## config.mk

```make
export PLATFORM = sky130hd
export DESIGN_NAME = mmeu_alu
export DESIGN_NICKNAME = d
export VERILOG_FILES = /design/src/mmeu_pkg.sv /design/src/mmeu_alu.sv
export SDC_FILE = /design/constraint.sdc
export NUM_CORES = 1
export LEC_CHECK = 0
export ABC_AREA = 0
export BUFFER_PORTS_ARGS = -buffer_cell sky130_fd_sc_hd__buf_4
export CAP_MARGIN = 10
export CORE_UTILIZATION = 50
export DETAILED_ROUTE_END_ITERATION = 8
export GPL_TIMING_DRIVEN = 1
export MAX_ROUTING_LAYER = met4
export PLACE_DENSITY = 0.76
export SETUP_SLACK_MARGIN = 0.3
export SLEW_MARGIN = 15
export SYNTH_ARGS = -nofsm -noshare
export SYNTH_HDL_FRONTEND = slang
export SYNTH_SLANG_ARGS = --single-unit
```

## constraint.sdc

```tcl
create_clock -name vclk -period 8.5
set_input_delay 0.425 -clock vclk [all_inputs]
set_output_delay 0.425 -clock vclk [all_outputs]
set_load 0.1 [all_outputs]
```

## src/mmeu_pkg.sv

```systemverilog
// shared types and codes for the memory-to-memory execute unit
package mmeu_pkg;

  localparam logic [3:0] CMD_ADD    = 4'd0;
  localparam logic [3:0] CMD_MUL    = 4'd1;
  localparam logic [3:0] CMD_LE     = 4'd2;
  localparam logic [3:0] CMD_NEG    = 4'd3;
  localparam logic [3:0] CMD_ASSIGN = 4'd4;
  localparam logic [3:0] CMD_JZ     = 4'd5;
  localparam logic [3:0] CMD_JUMP   = 4'd6;
  localparam logic [3:0] CMD_READ   = 4'd7;
  localparam logic [3:0] CMD_WRITE  = 4'd8;
  localparam logic [3:0] CMD_HALT   = 4'd9;

  localparam logic [1:0] ST_OK      = 2'd0;
  localparam logic [1:0] ST_RANGE   = 2'd1;
  localparam logic [1:0] ST_HALTED  = 2'd2;

  typedef struct packed {
    logic [3:0]  cmd;
    logic [31:0] a_val;
    logic [31:0] b_val;
    logic        a_ok;
    logic        b_ok;
    logic        dest_ok;
    logic        target_ok;
    logic [9:0]  target;
    logic [31:0] read_value;
    logic        halted;
  } exec_op_t;

  typedef struct packed {
    logic        we;
    logic [31:0] wdata;
    logic [31:0] print_value;
    logic        print_valid;
    logic        jump_taken;
    logic [9:0]  new_pc;
    logic        halt_set;
    logic [1:0]  status;
  } exec_res_t;

endpackage

```

## src/mmeu_alu.sv

```systemverilog
// instruction evaluation: arithmetic, compare, assign, jumps, read/write, halt and status
module mmeu_alu (
  input  mmeu_pkg::exec_op_t  op,
  output mmeu_pkg::exec_res_t res
);

  logic        ok;
  logic [31:0] value;
  logic [31:0] product;

  assign product = op.a_val * op.b_val;

  always_comb begin
    res   = '0;
    ok    = 1'b1;
    value = '0;
    unique case (op.cmd) inside
      mmeu_pkg::CMD_ADD, mmeu_pkg::CMD_MUL, mmeu_pkg::CMD_LE: begin
        ok = op.a_ok && op.b_ok;
        if (op.cmd == mmeu_pkg::CMD_ADD) begin
          value = op.a_val + op.b_val;
        end else if (op.cmd == mmeu_pkg::CMD_MUL) begin
          value = product;
        end else begin
          value = {31'd0, ($signed(op.a_val) <= $signed(op.b_val))};
        end
        res.we = 1'b1;
      end
      mmeu_pkg::CMD_NEG, mmeu_pkg::CMD_ASSIGN: begin
        ok = op.a_ok;
        value = (op.cmd == mmeu_pkg::CMD_NEG) ? (32'd0 - op.a_val) : op.a_val;
        res.we = 1'b1;
      end
      mmeu_pkg::CMD_JZ: begin
        ok = op.a_ok;
        if (op.a_ok && op.a_val == 32'd0) begin
          ok = op.target_ok;
          res.jump_taken = 1'b1;
          res.new_pc = op.target;
        end
      end
      mmeu_pkg::CMD_JUMP: begin
        ok = op.target_ok;
        res.jump_taken = 1'b1;
        res.new_pc = op.target;
      end
      mmeu_pkg::CMD_READ: begin
        value = op.read_value;
        res.we = 1'b1;
      end
      mmeu_pkg::CMD_WRITE: begin
        ok = op.a_ok;
        res.print_value = op.a_val;
        res.print_valid = 1'b1;
      end
      mmeu_pkg::CMD_HALT: begin
        res.halt_set = 1'b1;
      end
      default: begin
      end
    endcase
    if (res.we && !op.dest_ok) begin
      ok = 1'b0;
    end
    res.wdata = value;
    if (op.halted) begin
      res = '0;
      res.status = mmeu_pkg::ST_HALTED;
    end else if (!ok) begin
      res = '0;
      res.status = mmeu_pkg::ST_RANGE;
    end
  end

endmodule
```

==> flow_summary.json, run 1 <==
{
  "area_delta_synth_final_pct": 11.8,
  "synth-warning-count": 0,
  "hold_path.class": "in2out",
  "final_common_cell": "inv_1",
  "cp_top_family": "adder cells",
  "num_rows": 72,
  "die-height_um": 201,
  "cp-end-kind": "primary output",
  "io_pins": 195,
  "crit_cells": 30,
  "dp.cells": 3067,
  "antenna_found_initial": 1,
  "path_common_cell": "fa_1",
  "first_global_vias": 18756,
  "drv_slew": 0,
  "ant_nets": 0,
  "grt_max_degree": 34,
  "finalCritPeriodShare": 0.946,
  "port_buffers": 195,
  "seq_area_sq_um": 0,
  "nClkBuffers": 0,
  "cp-endpoint": "res[77]",
  "grt_pass1_wl_um": 111000,
  "crit_buf_inv": 8,
  "most-common-layout-cells": "inv_1 (453), fa_1 (408), nand2_1 (306)",
  "start_util": 0.511,
  "hold_buffers": 0,
  "path_class": "in2out",
  "fin_cells": 3074,
  "worstPathArrival_ps": 7620,
  "clock.fmax_mhz": 124,
  "grt_usage": 0.370,
  "syn_avg_cell_area_sq_um": 8.12,
  "ys_seq_area_frac": 0,
  "dr.pass1.iters": 7,
  "ys_types": 69,
  "die_w_um": 201,
  "max_slew_margin": 0.317,
  "syn_nets": 3160,
  "drcViolationCount": 0,
  "viasPerCell": 5.82,
  "holdWs_ps": 1210,
  "drive_gt1_frac": 0.119,
  "critPathLaunch": "op[86]",
  "fillCellCount": 3576,
  "crit_fanout": 15,
  "num_vias": 17881,
  "overflow": 0,
  "wl_per_cell_um": 23.3,
  "fp.dieArea_sq_um": 40600,
  "hold_violations": 0,
  "max_stage_delay_ps": 540,
  "status": "completed",
  "max-cap-violations": 0,
  "design.core.area_sq_um": 38900,
  "rsz0062_at_grt": "false",
  "worst_pin_slew_ps": 1020,
  "required_ps": 8080,
  "drt_first_iter_violations": 1571,
  "start_kind": "primary input",
  "finalWirelength_um": 71500,
  "syn_area_sq_um": 19900,
  "gp_congestion": 1.04,
  "syn_inst": 2449,
  "setup_viol": 0,
  "period_minus_slack_ps": 8040,
  "crit_slowest_cell": "fa_1",
  "seq_cell_count": 0,
  "dp_hpwl_um": 58700,
  "fin_nets": 3268
}
-- cell usage after synthesis, drive strengths merged, types with 3 or more instances --
cell     instances  area (sq um)
or3              7          43.8
nand2b          18           120
a21o            17           128
fa             409          8190
nand4            4          25.0
a211oi          15           123
a2111oi          4          41.3
a31oi            9          62.6
nor2b           13          81.3
or4              5          37.5
a221oi          19           166
and2           273          1710
xnor2           89           780
ha             187          2340
o31ai            9          67.6
a222oi           5          50.1
a221o            3          30.0
nand2          307          1150
o311ai           6          52.6
nor4            20           131
buf              7          33.8
o21ai           68           344
o21bai          11          86.3
nand3            8          40.0
xor2            25           219
o211ai           3          22.5
inv            454          1700
a311oi           3          26.3
nor2           132           495
o22ai            6          37.5
and3             4          25.0
a21oi           95           487
clkbuf         139           522
nor3            41           220
a22oi            6          45.0
-- layout make-up --
class / instances / area, sq um / share of cell area
inverter: 454 / 1700 / 0.0766
antenna: 1 / 2.50 / 0.000113
timing repair buffer: 252 / 2020 / 0.0908
multi-input combinational: 1849 / 17900 / 0.803
tap: 518 / 648 / 0.0291
-- routing by layer --
layer | GRT usage | up-vias | part of all wire
li1 | - | 7755 | -
met1 | 0.474 | 8935 | 0.38
met2 | 0.586 | 966 | 0.46
met3 | 0.0316 | 225 | 0.081
met4 | 0.196 | 0 | 0.072
met5 | - | - | 0
-- kinds of logic (layout without fill, tap and decap cells) --
group	count (synthesis)	after routing	synth area share
AOI/OAI and AO/OA	298	298	0.0979
xor gates and xnor gates	114	114	0.0502
adders and majority gates	596	596	0.529
buffers and inverters	600	706	0.114
muxes	2	2	0.00101
other	0	1	0
and+or+nand+nor	839	839	0.208
-- metrics by stage --
| stage | TNS, ps | cell area [sq um] | setup slack [ps] | util |
|---|---|---|---|---|
| 2_1_floorplan | -95.4 | 19900 | -95.4 | - |
| 3_3_place_gp | 0 | 21900 | 231 | 0.562 |
| 3_5_place_dp | 0 | 21900 | 224 | 0.562 |
| 4_1_cts | 0 | 21900 | 273 | 0.563 |
| 5_1_grt | 0 | 22200 | 245 | 0.571 |
| 6_report | 0 | 22200 | 456 | 0.571 |
-- repair_timing --
item                       CTS  global route
hold endpoints to repair     0             0
resized for setup            3            67
buffers inserted             0             6
pin swaps                    0            29
gates cloned                 0             0
setup endpoints to repair    2             8
-- how the worst min path moves through the flow --
stage	startpoint	to	slack [ps]	depth (start not counted)
after floorplan	op[0]	res[1]	1060	1
after global placement	op[0]	res[1]	1210	2
after detailed placement	op[0]	res[1]	1210	2
after CTS	op[0]	res[1]	1210	2
after global routing	op[0]	res[1]	1220	2
final	op[0]	res[1]	1210	2
Power of run 1 is left out: the tool's default activity adds up to more than one toggle a clock period on the data nets, which glitch-free logic cannot reach.
==> inputs of run 2 (changes only) <==
--- a/config.mk
+++ b/config.mk
@@ -6,13 +6,14 @@
 export NUM_CORES = 1
 export LEC_CHECK = 0
 export ABC_AREA = 0
-export BUFFER_PORTS_ARGS = -buffer_cell sky130_fd_sc_hd__buf_4
+export BUFFER_PORTS_ARGS = -buffer_cell sky130_fd_sc_hd__buf_2
 export CAP_MARGIN = 10
 export CORE_UTILIZATION = 50
 export DETAILED_ROUTE_END_ITERATION = 8
 export GPL_TIMING_DRIVEN = 1
 export MAX_ROUTING_LAYER = met4
 export PLACE_DENSITY = 0.76
+export REMOVE_ABC_BUFFERS = 1
 export SETUP_SLACK_MARGIN = 0.3
 export SLEW_MARGIN = 15
 export SYNTH_ARGS = -nofsm -noshare
==> run 2 against run 1 <==
Against the previous run: critical endpoint is now res[78]; fmax shrank 0.52%; design area shrank 1.4%; cell count grew 0.62%; utilization shrank 0.79 points; routed wire length grew 1.3%; count of clock-buffer cells in the layout is the same; worst setup slack lost 42 ps; highest routed layer unchanged; via count grew 1.9%; die area is the same; first-iteration DRC count grew 5.9%; hold slack gained 50 ps; largest cell class unchanged; sequential share of layout area is the same.
==> flow_summary.json, run 2 (same netlist as run 1, synthesis figures left out) <==
{
  "status": "completed",
  "gp_congestion": 1.02,
  "period_minus_slack_ps": 8090,
  "dpl_cell_area_sq_um": 21700,
  "wl_per_cell_um": 23.4,
  "crit_slowest_cell": "fa_1",
  "crit_fanout": 18,
  "max-cap-violations": 0,
  "cp-end-kind": "primary output",
  "fin_nets": 3284,
  "drv_slew": 0,
  "path_common_cell": "fa_1",
  "final_common_cell": "inv_1",
  "grt_pass1_wl_um": 112000,
  "drt_first_iter_violations": 1664,
  "grt_max_degree": 41,
  "seq_cell_count": 0,
  "ant_nets": 0,
  "grt_usage": 0.375,
  "clock.fmax_mhz": 124,
  "worst_pin_slew_ps": 961,
  "fin_cells": 3093,
  "start_kind": "primary input",
  "worstPathArrival_ps": 7660,
  "finalWirelength_um": 72500,
  "max_slew_margin": 0.356,
  "dp.cells": 3088,
  "fp.dieArea_sq_um": 40600,
  "hold_violations": 0,
  "pre_cts_ws_ps": 217,
  "rsz0062_at_grt": "true",
  "die-height_um": 201,
  "most-common-layout-cells": "inv_1 (453), fa_1 (405), nand2_1 (307)",
  "dp_hpwl_um": 59700,
  "drive_gt1_frac": 0.123,
  "hold_path.class": "in2out",
  "num_rows": 72,
  "port_buffers": 195,
  "setup_viol": 0,
  "fin_setup_tns_ps": 0,
  "finalCritPeriodShare": 0.951,
  "fin_area_sq_um": 21900,
  "nClkBuffers": 0,
  "start_util": 0.511,
  "hold_buffers": 0,
  "path_class": "in2out",
  "antenna_found_initial": 2,
  "max_stage_delay_ps": 590,
  "num_vias": 18226,
  "drcViolationCount": 0,
  "required_ps": 8080,
  "die_w_um": 201,
  "design.core.area_sq_um": 38900,
  "first_global_vias": 19254,
  "io_pins": 195,
  "overflow": 0,
  "dr.pass1.iters": 6,
  "seq_area_sq_um": 0,
  "viasPerCell": 5.89,
  "area_delta_synth_final_pct": 10.2,
  "setup_ws_ps": 415
}
==> run 2: per-layer routing <==
layer  vias up  wire length [um]  global-route usage
met5         -                 0                   -
met4         0              4450               0.170
met3       247              7040              0.0465
met2      1153             33100               0.592
met1      9050             27900               0.482
li1       7776                 -                   -
==> run 2: worst paths after layout <==
path / start / endpoint / slack, ps / cells after the start
hold / removal: op[0] / res[1] / 1260 / 2
setup / recovery: op[97] / res[78] / 410 / 26
==> run 2: area by class of cell <==
type	instances	area [sq um]
Multi-Input combinational cell	1849	17800
Inverter	454	1700
Fill cell	3646	17000
Timing Repair Buffer	268	1790
Tap cell	518	648
Antenna cell	4	10.0
==> run 2: per-stage QoR <==
step	hold WS (ps)	utilization
final	1260	0.563
after global routing	1270	0.563
after CTS	1260	0.557
after detailed placement	1260	0.556
after global placement	1260	0.556
after floorplan	850	-
==> run 2: repair_timing <==
item | CTS | global route
endpoints found under the setup margin | 3 | 14
pin swaps | 0 | 24
gates resized for setup | 11 | 73
buffers inserted | 0 | 1
==> run 2: critical path: cells and delay by family <==
kind	cells	cell delay (ps)
xor+xnor	1	130
simple gates	4	480
fa+ha+maj	9	4290
buf+inv	5	830
compound gates	7	1480
==> inputs of run 3 (changes only) <==
--- a/config.mk
+++ b/config.mk
@@ -12,7 +12,7 @@
 export DETAILED_ROUTE_END_ITERATION = 8
 export GPL_TIMING_DRIVEN = 1
 export MAX_ROUTING_LAYER = met4
-export PLACE_DENSITY = 0.76
+export PLACE_DENSITY = 0.65
 export REMOVE_ABC_BUFFERS = 1
 export SETUP_SLACK_MARGIN = 0.3
 export SLEW_MARGIN = 15
==> run 3 against run 2 <==
Against the previous run: sequential cell count is the same; cell count rose by 0.81%; global-route usage rose by 1.3 points; utilization up 0.74 points; fmax rose by 0.85%; sequential share of layout area did not move; critical path type unchanged.
==> flow_summary.json, run 3 (same netlist as run 1, synthesis figures left out) <==
{
  "max_slew_margin": 0.436,
  "gp_congestion": 1.02,
  "cp-end-kind": "primary output",
  "first_global_vias": 18772,
  "path_common_cell": "fa_1",
  "fin_nets": 3310,
  "ant_nets": 0,
  "max_stage_delay_ps": 540,
  "rsz0062_at_grt": "false",
  "port_buffers": 195,
  "final_common_cell": "inv_1",
  "hp-start": "op[0]",
  "finalCritPeriodShare": 0.943,
  "wl_per_cell_um": 23.9,
  "overflow": 0,
  "design.core.area_sq_um": 38900,
  "period_minus_slack_ps": 8020,
  "area_delta_synth_final_pct": 11.7,
  "dr.pass1.iters": 5,
  "grt_usage": 0.388,
  "hold_path.class": "in2out",
  "dp_hpwl_um": 61800,
  "fp.dieArea_sq_um": 40600,
  "dp.cells": 3113,
  "grt_pass1_wl_um": 114000,
  "most-common-layout-cells": "inv_1 (449), fa_1 (402), nand2_1 (307)",
  "num_vias": 17795,
  "die-height_um": 201,
  "whs_path_depth": 2,
  "dpl_cell_area_sq_um": 21900,
  "worst_pin_slew_ps": 846,
  "seq_cell_count": 0,
  "start_util": 0.511,
  "hold_buffers": 0,
  "clock.fmax_mhz": 125,
  "critPathLaunch": "op[87]",
  "crit_slowest_cell": "fa_1",
  "crit_fanout": 13,
  "worstPathArrival_ps": 7590,
  "drive_gt1_frac": 0.135,
  "required_ps": 8080,
  "fin_cells": 3118,
  "nClkBuffers": 0,
  "setup_viol": 0,
  "finish.utilization": 0.571,
  "fin_area_sq_um": 22200,
  "max-cap-violations": 0,
  "path_class": "in2out",
  "antenna_found_initial": 2,
  "drt_first_iter_violations": 1507,
  "io_pins": 195,
  "finalWirelength_um": 74600,
  "grt_max_degree": 41,
  "start_kind": "primary input",
  "drcViolationCount": 0,
  "drv_slew": 0,
  "viasPerCell": 5.71,
  "status": "completed",
  "seq_area_sq_um": 0,
  "cp-endpoint": "res[77]",
  "num_rows": 72,
  "hold_violations": 0,
  "die_w_um": 201
}
run 3: cell count changes in the layout (fill, tap and decap cells not counted), moves of 2 or more:
cell     before  now
inv_1       453  449
fa_1        405  402
fa_2          4    7
inv_2         1    4
ha_1        180  178
buf_2       162  158
a21oi_2       3    1
a21oi_1      91   93
buf_12        9   14
buf_4        72   97
run 3: layer usage:
layer  part of all wire  track usage  wire length, um  up-vias
met4              0.048        0.141             3580        0
met2               0.46        0.607            34100      936
li1                   -            -                -     7831
met3              0.087       0.0497             6510      160
met1               0.41        0.516            30400     8868
met5                  0            -                0        -
run 3: how the worst min path moves through the flow:
stage	end	slack, ps
finish	res[1]	1270
global route	res[1]	1280
CTS	res[1]	1280
detailed placement	res[1]	1280
global placement	res[1]	1270
floorplan	res[1]	850
run 3: area by class of cell:
cell class / count / area, sq um
diodes: 3 / 7.51
fillers: 3647 / 16700
inverters: 454 / 1710
multi-input cells: 1849 / 17800
well taps: 518 / 648
repair buffers: 294 / 2060
run 3: timing repair:
action                     in CTS  in global routing
buffers inserted                0                  2
gates cloned                    0                  0
gates resized for setup         8                 95
pin swaps                       0                 26
setup endpoints to repair       2                 12
run 3: worst max-delay path, delay by kind of cell:
kind	cells	cell delay, ps
adders and majority gates	9	4030
and+or+nand+nor	8	1020
buffers and inverters	6	860
xor gates and xnor gates	1	190
AOI/OAI and AO/OA	5	1050
run 3: metrics by stage:
stage	hold slack (ps)	setup slack (ps)	setup TNS [ps]
after floorplan	850	-107	-172
after global placement	1270	281	0
after detailed placement	1280	217	0
after CTS	1280	302	0
after global routing	1280	269	0
final	1270	483	0
